**src/rtl/tchp_pkg.sv**
```systemverilog
// Shared constants and types for the trace-context header parser.
`default_nettype none

package tchp_pkg;

   localparam int unsigned CharWidth = 8;
   localparam int unsigned IdWidth   = 64;
   localparam int unsigned PosWidth  = 6;

   // Header layout, in character positions after the leading blanks
   localparam logic [PosWidth-1:0] HdrLen      = 6'd55;
   localparam logic [PosWidth-1:0] PosVerHi    = 6'd0;
   localparam logic [PosWidth-1:0] PosVerLo    = 6'd1;
   localparam logic [PosWidth-1:0] PosDash0    = 6'd2;
   localparam logic [PosWidth-1:0] PosTraceLo  = 6'd3;
   localparam logic [PosWidth-1:0] PosTraceMd  = 6'd19;
   localparam logic [PosWidth-1:0] PosTraceHi  = 6'd34;
   localparam logic [PosWidth-1:0] PosDash1    = 6'd35;
   localparam logic [PosWidth-1:0] PosParLo    = 6'd36;
   localparam logic [PosWidth-1:0] PosParHi    = 6'd51;
   localparam logic [PosWidth-1:0] PosDash2    = 6'd52;

   // ASCII codes
   localparam logic [CharWidth-1:0] ChDash  = 8'h2D;
   localparam logic [CharWidth-1:0] ChSpace = 8'h20;
   localparam logic [CharWidth-1:0] ChTab   = 8'h09;
   localparam logic [CharWidth-1:0] ChZero  = 8'h30;
   localparam logic [CharWidth-1:0] ChNine  = 8'h39;
   localparam logic [CharWidth-1:0] ChLowA  = 8'h61;
   localparam logic [CharWidth-1:0] ChLowF  = 8'h66;
   localparam logic [CharWidth-1:0] ChUpA   = 8'h41;
   localparam logic [CharWidth-1:0] ChUpF   = 8'h46;

   typedef struct packed {
      logic       is_hex;
      logic [3:0] nib;
      logic       is_dash;
      logic       is_blank;
   } char_class_type;

   typedef struct packed {
      logic               valid_res;
      logic [IdWidth-1:0] trace_high;
      logic [IdWidth-1:0] trace_low;
      logic [IdWidth-1:0] parent_span;
   } result_type;

endpackage

`default_nettype wire

```
**src/rtl/tchp_char_decode.sv**
```systemverilog
// Character classifier: hex digit value, dash and blank detection.
`default_nettype none

module tchp_char_decode (
   input  wire logic [tchp_pkg::CharWidth-1:0] ch,
   output tchp_pkg::char_class_type            cls
);
   import tchp_pkg::*;

   logic is_dec;
   logic is_low;
   logic is_up;

   always_comb begin
      is_dec = (ch >= ChZero) && (ch <= ChNine);
      is_low = (ch >= ChLowA) && (ch <= ChLowF);
      is_up  = (ch >= ChUpA)  && (ch <= ChUpF);

      cls.is_hex   = is_dec || is_low || is_up;
      // letters a-f / A-F have low nibble 1..6; add 9 to land on 10..15
      cls.nib      = is_dec ? ch[3:0] : 4'(ch[3:0] + 4'd9);
      cls.is_dash  = (ch == ChDash);
      cls.is_blank = (ch == ChSpace) || (ch == ChTab);
   end

endmodule

`default_nettype wire

```
**src/rtl/tchp_accum.sv**
```systemverilog
// Header state: blank skip, position counter, id shifters and format check.
`default_nettype none

module tchp_accum (
   input  wire logic                    clock,
   input  wire logic                    reset,
   input  wire logic                    step_en,
   input  wire logic                    end_mark,
   input  wire tchp_pkg::char_class_type cls,
   output tchp_pkg::result_type         result
);
   import tchp_pkg::*;

   logic                skip_ff,  skip_in;
   logic [PosWidth-1:0] pos_ff,   pos_in;
   logic [IdWidth-1:0]  hi_ff,    hi_in;
   logic [IdWidth-1:0]  lo_ff,    lo_in;
   logic [IdWidth-1:0]  par_ff,   par_in;
   logic                err_ff,   err_in;
   logic                ok;

   always_comb begin
      skip_in = skip_ff;
      pos_in  = pos_ff;
      hi_in   = hi_ff;
      lo_in   = lo_ff;
      par_in  = par_ff;
      err_in  = err_ff;

      if (step_en) begin
         if (end_mark) begin
            skip_in = 1'b1;
            pos_in  = '0;
            hi_in   = '0;
            lo_in   = '0;
            par_in  = '0;
            err_in  = 1'b0;
         end else if (!(skip_ff && cls.is_blank)) begin
            skip_in = 1'b0;
            if (pos_ff < HdrLen) begin
               pos_in = pos_ff + 6'd1;
               case (pos_ff) inside
                  PosVerHi, PosVerLo: begin
                     if (!cls.is_hex) err_in = 1'b1;
                  end
                  PosDash0, PosDash1, PosDash2: begin
                     if (!cls.is_dash) err_in = 1'b1;
                  end
                  [PosTraceLo:PosTraceHi]: begin
                     if (!cls.is_hex) begin
                        err_in = 1'b1;
                     end else if (pos_ff >= PosTraceMd) begin
                        lo_in = {lo_ff[IdWidth-5:0], cls.nib};
                     end else begin
                        hi_in = {hi_ff[IdWidth-5:0], cls.nib};
                     end
                  end
                  [PosParLo:PosParHi]: begin
                     if (!cls.is_hex) err_in = 1'b1;
                     else par_in = {par_ff[IdWidth-5:0], cls.nib};
                  end
                  default: begin
                     // flag characters: not checked
                  end
               endcase
            end
         end
      end
   end

   always_ff @(posedge clock) begin
      if (reset) begin
         skip_ff <= 1'b1;
         pos_ff  <= '0;
         hi_ff   <= '0;
         lo_ff   <= '0;
         par_ff  <= '0;
         err_ff  <= 1'b0;
      end else begin
         skip_ff <= skip_in;
         pos_ff  <= pos_in;
         hi_ff   <= hi_in;
         lo_ff   <= lo_in;
         par_ff  <= par_in;
         err_ff  <= err_in;
      end
   end

   always_comb begin
      ok = (pos_ff >= HdrLen) && !err_ff && ((hi_ff | lo_ff) != '0) && (par_ff != '0);
      result.valid_res   = ok;
      result.trace_high  = ok ? hi_ff  : '0;
      result.trace_low   = ok ? lo_ff  : '0;
      result.parent_span = ok ? par_ff : '0;
   end

endmodule

`default_nettype wire

```
**src/rtl/trace_context_header_parser.sv**
```systemverilog
// Top level of the trace-context header parser: input stage, state, result register.
//
//   channel  | ports                                   | direction | one beat carries
//   ---------+-----------------------------------------+-----------+---------------------------
//   request  | req_valid req_ready req_ch req_end_mark | in        | one character or the end
//   response | rsp_valid rsp_ready rsp_valid_res       | out       | parse result, one per end
//            | rsp_trace_high rsp_trace_low            |           |
//            | rsp_parent_span                         |           |
//
// One request beat per cycle is sustained. A beat lands in the input register,
// and from there the character decoder and the header state take it in;
// an end beat also loads the result register. Only an end beat can stall the
// input stage, and only while the result register holds an untaken response.
// Synchronous reset clears the input and result valid flags and returns the
// header state to its start (skipping blanks, position zero, ids zero, no error).
`default_nettype none

module trace_context_header_parser (
   input  wire  logic                               clock,
   input  wire  logic                               reset,

   input  wire  logic                               req_valid,
   output       logic                               req_ready,
   input  wire  logic [tchp_pkg::CharWidth-1:0]     req_ch,
   input  wire  logic                               req_end_mark,

   output       logic                               rsp_valid,
   input  wire  logic                               rsp_ready,
   output       logic                               rsp_valid_res,
   output       logic [tchp_pkg::IdWidth-1:0]       rsp_trace_high,
   output       logic [tchp_pkg::IdWidth-1:0]       rsp_trace_low,
   output       logic [tchp_pkg::IdWidth-1:0]       rsp_parent_span
);
   import tchp_pkg::*;

   // input stage
   logic                 in_vld_ff,  in_vld_in;
   logic [CharWidth-1:0] in_ch_ff;
   logic                 in_end_ff;

   // result stage
   logic                 out_vld_ff, out_vld_in;
   result_type           out_res_ff;

   char_class_type       cls;
   result_type           result;
   logic                 out_free;
   logic                 advance;
   logic                 load_out;

   // Drain the result register when taken; an end beat may refill it the same cycle.
   assign out_free  = !out_vld_ff || rsp_ready;
   assign advance   = in_vld_ff && (!in_end_ff || out_free);
   assign load_out  = advance && in_end_ff;
   assign req_ready = !in_vld_ff || advance;

   tchp_char_decode u_decode (
      .ch  (in_ch_ff),
      .cls (cls)
   );

   tchp_accum u_accum (
      .clock    (clock),
      .reset    (reset),
      .step_en  (advance),
      .end_mark (in_end_ff),
      .cls      (cls),
      .result   (result)
   );

   always_comb begin
      in_vld_in  = req_valid || (in_vld_ff && !advance);
      out_vld_in = load_out || (out_vld_ff && !rsp_ready);
   end

   always_ff @(posedge clock) begin
      if (reset) begin
         in_vld_ff  <= 1'b0;
         out_vld_ff <= 1'b0;
      end else begin
         in_vld_ff  <= in_vld_in;
         out_vld_ff <= out_vld_in;
      end
   end

   // Capture a new beat whenever the input stage can take one, else hold; load the result when an end beat advances.
   always_ff @(posedge clock) begin
      if (req_valid && req_ready) begin
         in_ch_ff  <= req_ch;
         in_end_ff <= req_end_mark;
      end
      if (load_out) begin
         out_res_ff <= result;
      end
   end

   assign rsp_valid       = out_vld_ff;
   assign rsp_valid_res   = out_res_ff.valid_res;
   assign rsp_trace_high  = out_res_ff.trace_high;
   assign rsp_trace_low   = out_res_ff.trace_low;
   assign rsp_parent_span = out_res_ff.parent_span;

endmodule

`default_nettype wire

```
**config.mk**
```make
export PLATFORM = sky130hd
export DESIGN_NAME = trace_context_header_parser
export DESIGN_NICKNAME = d
export VERILOG_FILES = /design/src/rtl/tchp_pkg.sv /design/src/rtl/tchp_char_decode.sv /design/src/rtl/tchp_accum.sv /design/src/rtl/trace_context_header_parser.sv
export SDC_FILE = /design/constraint.sdc
export NUM_CORES = 1
export LEC_CHECK = 0
export ABC_AREA = 1
export BUFFER_PORTS_ARGS = -buffer_cell sky130_fd_sc_hd__buf_2
export CAP_MARGIN = 25
export CORE_UTILIZATION = 50
export DETAILED_ROUTE_END_ITERATION = 6
export PLACE_DENSITY = 0.7
export SETUP_SLACK_MARGIN = 0.1
export SLEW_MARGIN = 15
export SYNTH_ARGS = -nofsm -noshare
export SYNTH_HDL_FRONTEND = slang
export SYNTH_HIERARCHICAL = 1
export SYNTH_SLANG_ARGS = --single-unit
```
**constraint.sdc**
```tcl
create_clock -name clock -period 9.6 [get_ports clock]
set_input_delay 0.96 -clock clock [delete_from_list [all_inputs] [get_ports clock]]
set_output_delay 0.96 -clock clock [all_outputs]
set_load 0.005 [all_outputs]
```
# Word-level counts from Yosys, hierarchy flattened
# Cells that the tools add are included.
[word_totals] regBits=404 out_inout_bits=195 input_bits=13
[op_classes] reduce_logical=45 n_lt_le_gt_ge=13 n_mux=39 bitwise=1 eq_ne=13 add_sub_neg=2
[ops] op="two-way mux 64 bit" n=24
[ops] op="nonzero test 64 bit" n=2
[ops] op="bitwise OR 64 bit" n=1
[ops] op="AND reduction 8 bit" n=3
[ops] op="two-way mux 6 bit" n=3
[ops] op="equality test 8 x 6 -> 1 bit, second input constant" n=2
[ops] op="greater-or-equal comparator 8 x 7 -> 1 bit, second input constant" n=2
[ops] op="less-or-equal comparator 8 x 7 -> 1 bit, second input constant" n=2
[ops] op="logical AND 1 bit" n=14
[ops] op="equality test 6 bit, second input constant" n=2
[ops] op="greater-or-equal comparator 6 bit, second input constant" n=2
[ops] op="less-or-equal comparator 6 bit, second input constant" n=2
[ops] op="two-way mux 1 bit" n=11
[ops] op="inequality test 2 bit, second input constant" n=5
[ops] op="nonzero test 2 bit" n=5
[ops] op="equality test 8 x 4 -> 1 bit, second input constant" n=1
[ops] op="greater-or-equal comparator 8 x 6 -> 1 bit, second input constant" n=1
[ops] op="less-or-equal comparator 8 x 6 -> 1 bit, second input constant" n=1
[ops] op="logical OR 1 bit" n=8
[ops] op="adder 6 x 1 -> 6 bit, second input constant" n=1
[ops] op="equality test 6 x 1 -> 1 bit, second input constant" n=1
[ops] op="equality test 6 x 2 -> 1 bit, second input constant" n=1
[ops] op="greater-or-equal comparator 6 x 2 -> 1 bit, second input constant" n=1
[ops] op="greater-or-equal comparator 6 x 5 -> 1 bit, second input constant" n=1
[ops] op="12 further kinds" n=17

# Longest topological paths before layout
[logic_depth] ltp_word=12 mapped_depth=16

# Modules after synthesis
# The synthesis kept the hierarchy.
[modules_own_cells] module="tchp_accum" instances=1 cells_each=1824 area_per_inst_um2=11329.6
[modules_own_cells] module="trace_context_header_parser" instances=1 cells_each=221 area_per_inst_um2=6187.2
[modules_own_cells] module="tchp_char_decode" instances=1 cells_each=54 area_per_inst_um2=305.3

# Worst setup path after synthesis
# Ideal clock, no wire load.
[synth_path] path_type="input to register" start="input rsp_ready" end="register out_res_ff, in the netlist rsp_parent_span[0] (enable)" arrival_ns=4.886 slack_ns=4.168 path_buffers=0 path_stages=4 required_ns=9.054 cell_sequence="inv_1 -> nand2_1 -> nand3_1 -> inv_1"
[synth_via] elab_chain_len=4
[synth_lines] element="from (decl)" line="trace_context_header_parser.sv:28" text="input wire logic rsp_ready,"
[synth_lines] element="logical OR 1 bit" line="trace_context_header_parser.sv:52" text="assign out_free = !out_vld_ff || rsp_ready;"
[synth_lines] element="logical OR 1 bit" line="trace_context_header_parser.sv:53" text="assign advance = in_vld_ff && (!in_end_ff || out_free);"
[synth_lines] element="logical AND 1 bit" line="trace_context_header_parser.sv:53"
[synth_lines] element="logical AND 1 bit" line="trace_context_header_parser.sv:54" text="assign load_out = advance && in_end_ff;"
[synth_lines] element="via load_out" line="trace_context_header_parser.sv:49" text="logic load_out;"
[synth_lines] element="to (signal assigned)" line="trace_context_header_parser.sv:93" text="out_res_ff <= result;"
[synth_lines] element="to (decl)" line="trace_context_header_parser.sv:43" text="result_type out_res_ff;"
# The timed path passes the listed nets, and every way through them passes these cells.
# A chain may end at the register's enable or synchronous reset.

# Worst setup path in the final report
[layout_path] start="register in_end_ff" end="register u_accum.par_ff[58]"
[layout_via] elab_chain_len=4
[layout_lines] element="from (decl)" line="trace_context_header_parser.sv:39" text="logic in_end_ff;"
[layout_lines] element="from (signal assigned)" line="trace_context_header_parser.sv:90" text="in_end_ff <= req_end_mark;"
[layout_lines] element="logical NOT 1 bit" line="trace_context_header_parser.sv:53"
[layout_lines] element="logical OR 1 bit" line="trace_context_header_parser.sv:53"
[layout_lines] element="logical AND 1 bit" line="trace_context_header_parser.sv:53"
[layout_lines] element="AND reduction 8 bit (no line)"
[layout_lines] element="to (signal assigned)" line="tchp_accum.sv:84" text="par_ff <= par_in;"
[layout_lines] element="to (decl)" line="tchp_accum.sv:18" text="logic [IdWidth-1:0] par_ff, par_in;"
# Several ways; a longest one is shown, not always the timed one.

==> out/results.txt <==
First-pass GRT wire length = 63,200 um
Cts repair resizes = 0
Die Footprint = 36,400 um^2
Most common cell after layout, fill and taps aside = nand2_1
Area Overhead vs Synth = 12.6%
GP Congestion = 0.813
Routed length per placed instance = 14.2 um
Root buffer cell = clkbuf_16
Vias per cell = 5.11
CTS Buf Count = 41
H-tree Lvls = 2
DR vias = 13,861
Grt total ovfl = 0
Pint = 2.88 mW
R2R cell count = 8
Vias in the first global route = 12,470
Status = completed
Hold WS = 486 ps
Clock Path Buffers = 3
Number of library cell types mapped by synthesis = 31
Hold WC Path Type = reg2reg
Switch share = 23.4%
Main combinational cell family by area after synthesis = simple AND/OR/NAND/NOR gates
Avg Inst Size Synth = 8.49 um^2
YS warnings = 6
Simple-gate share of the synthesized area = 27.2%
CP Capture Type = flop
Detailed Route WL = 38,600 um
Iter 0 DRT Violations = 1,036
RSZ-0062 raised after global routing = no
Std cell rows = 68
First-pass DRT Iterations = 5
CTS tree = done
Sequential area share after synthesis = 56.7%
Leak pwr = 7.41 nW
Fin Clk Skew = 16.5 ps
Place WS = 6040 ps
Largest net degree at the start of global routing = 129
Post-synthesis net count = 2,120
Core Util, Final = 57.7%
FF+latch count, synth = 404
Area of the mapped netlist = 17,800 um^2
Area post-placement = 18,700 um^2
Hold buffers post-CTS = 0
Sink Count = 404
Final Power = 3.76 mW
Least-Margin Pin Slew = 1020 ps
Power per Cell Area = 188 nW/um^2
PortBufs = 207
Ranking of synthesized cells by area = edfxtp_1 (34%), dfxtp_1 (23%), nand2_1 (7.9%), nor2_1 (6.5%), inv_1 (6.1%)
Top Ports = 208
Share of the synthesized area in the top cell type = 34.0%
Setup_tns = 0 ps
Max Slew Vio Count = 0
Worst EP required = 10,070 ps
CP Launch Type = flop
Post-CTS Setup Bufs = 0
Clock power share = 41.9%
Logic gate share of total power = 7.8%
Compound-Gate Fraction of Synth Area = 4.21%
Period utilisation layout = 36.8%
Final hold violations = 0
Max VDD drop = 0.142 mV
Post-synthesis cell count = 2,099
XOR/XNOR Fraction of Synth Area = 0.147%
Cell taking the most area after synthesis = edfxtp_1
Post-DP HPWL = 23,000 um
Global Route Usage Sum = 21.2%
# setup viols final = 0
Clk_lat worst skew = 540 ps
Final std cells w/o fill = 2,711
Final Critical Period = 3540 ps
Mux share of post-synthesis cell area = 0%
Fin nets = 2,245
Most frequent cells in the layout = nand2_1 (372), nor2_1 (308), inv_1 (289), buf_2 (207)
Post-route ant nets = 0
Layout cells sized above 1 = 14.6%
# DRC = 0
Worst Hold Depth = 2
Antenna fix cells = 0
Worst-path maximum fanout = 89
Max Freq = 283 MHz
Placed Cells = 2,633
R2R Setup Slk = 6060 ps
CP Cell Sequence = buf_4, inv_4, buf_4, nand2_1, nand2_4, buf_12, o21ai_0, a21oi_1
Fin worst setup slack = 6060 ps
CP most frequent cell = buf_4
Clk slew on worst S/H paths = 60 ps
Sequential share of power = 50.3%
Worst Path Arrival = 4000 ps
Crit Path Category = reg2reg
Max Cap Viol = 0
FILL cells = 3,108
Slowest-stage cell, CP = buf_4
Die height = 191 um
Crit-path max cell delay = 780 ps
Die W = 191 um
Initial Utilization = 51.2%
NetSw = 0.880 mW
Core Area = 34,800 um^2
Relative slew margins = 32.1%
Final instance area = 20,100 um^2
Synth Area in Adders = 0.562%
Initial antenna violation count = 0
[metal layers]
layer	vias up	wire length, um	global-route usage (%)
li1	6984	-	-
met1	6396	18200	30.9
met2	414	17200	32.6
met5	-	0	0
met4	0	851	6.34
met3	67	2380	2.87
[worst max-delay path: cells and delay by family (launching register included)]
| kind | cells | cell delay [ps] |
|---|---|---|
| and+or+nand+nor | 2 | 700 |
| buffers and inverters | 4 | 1930 |
| AOI/OAI and AO/OA | 2 | 320 |
| DFF | 1 | 350 |
[synthesized netlist by cell type, drive strengths merged]
library cell and count:
inv 295, a211oi 1, xor2 3, clkinv 1, a21oi 77, nand3 153, nand4 46, clkbuf 44
buf 96, nor3 196, nor2 321, nand2 385, edfxtp 202, a21boi 1, o21ai 67, nand3b 1
dfxtp 202, ha 8
[worst paths after layout]
kind / startpoint / endpoint
setup reg to reg: in_end_ff / u_accum/par_ff[58]
hold reg to reg: u_accum/par_ff[62] / u_accum/par_ff[62]
setup / recovery: in_end_ff / u_accum/par_ff[58]
hold / removal: u_accum/par_ff[62] / u_accum/par_ff[62]
[cell families after synthesis]
kind of cell | Yosys count
compound gates | 146
xor+xnor | 3
fa+ha+maj | 8
buf+inv | 436
flops | 404
simple gates | 1102
[power by group through the flow]
stage                     clock network [mW]  registers [mW]  logic, mW
final                                   1.58            1.89      0.294
after global routing                    1.68            1.90      0.333
after CTS                               1.61            1.89      0.293
after detailed placement                   0            1.93      0.291
after global placement                     0            1.93      0.286
after floorplan                            0            1.93      0.215
[sequential cells by signal (all words and copies together) (netlist names)]
| name | count |
|---|---|
| u_accum/err_ff | 1 |
| rsp_trace_low | 64 |
| in_end_ff | 1 |
| u_accum/skip_ff | 1 |
| rsp_parent_span | 64 |
| rsp_valid_res | 1 |
| in_ch_ff | 8 |
| rsp_trace_high | 64 |
| rsp_valid | 1 |
| u_accum/lo_ff | 64 |
| in_vld_ff | 1 |
| u_accum/hi_ff | 64 |
| u_accum/par_ff | 64 |
| u_accum/pos_ff | 6 |
[area by class of cell]
type	count	area (um^2)	share of cell area (%)
clock buffers	59	1120	5.60
inverters	296	1120	5.60
well taps	455	569	2.84
clock inverters	16	196	0.979
flip-flops and latches	404	10100	50.4
repair buffers	222	1190	5.95
multi-input cells	1259	5760	28.7
Power figures use the tool's default switching activity.
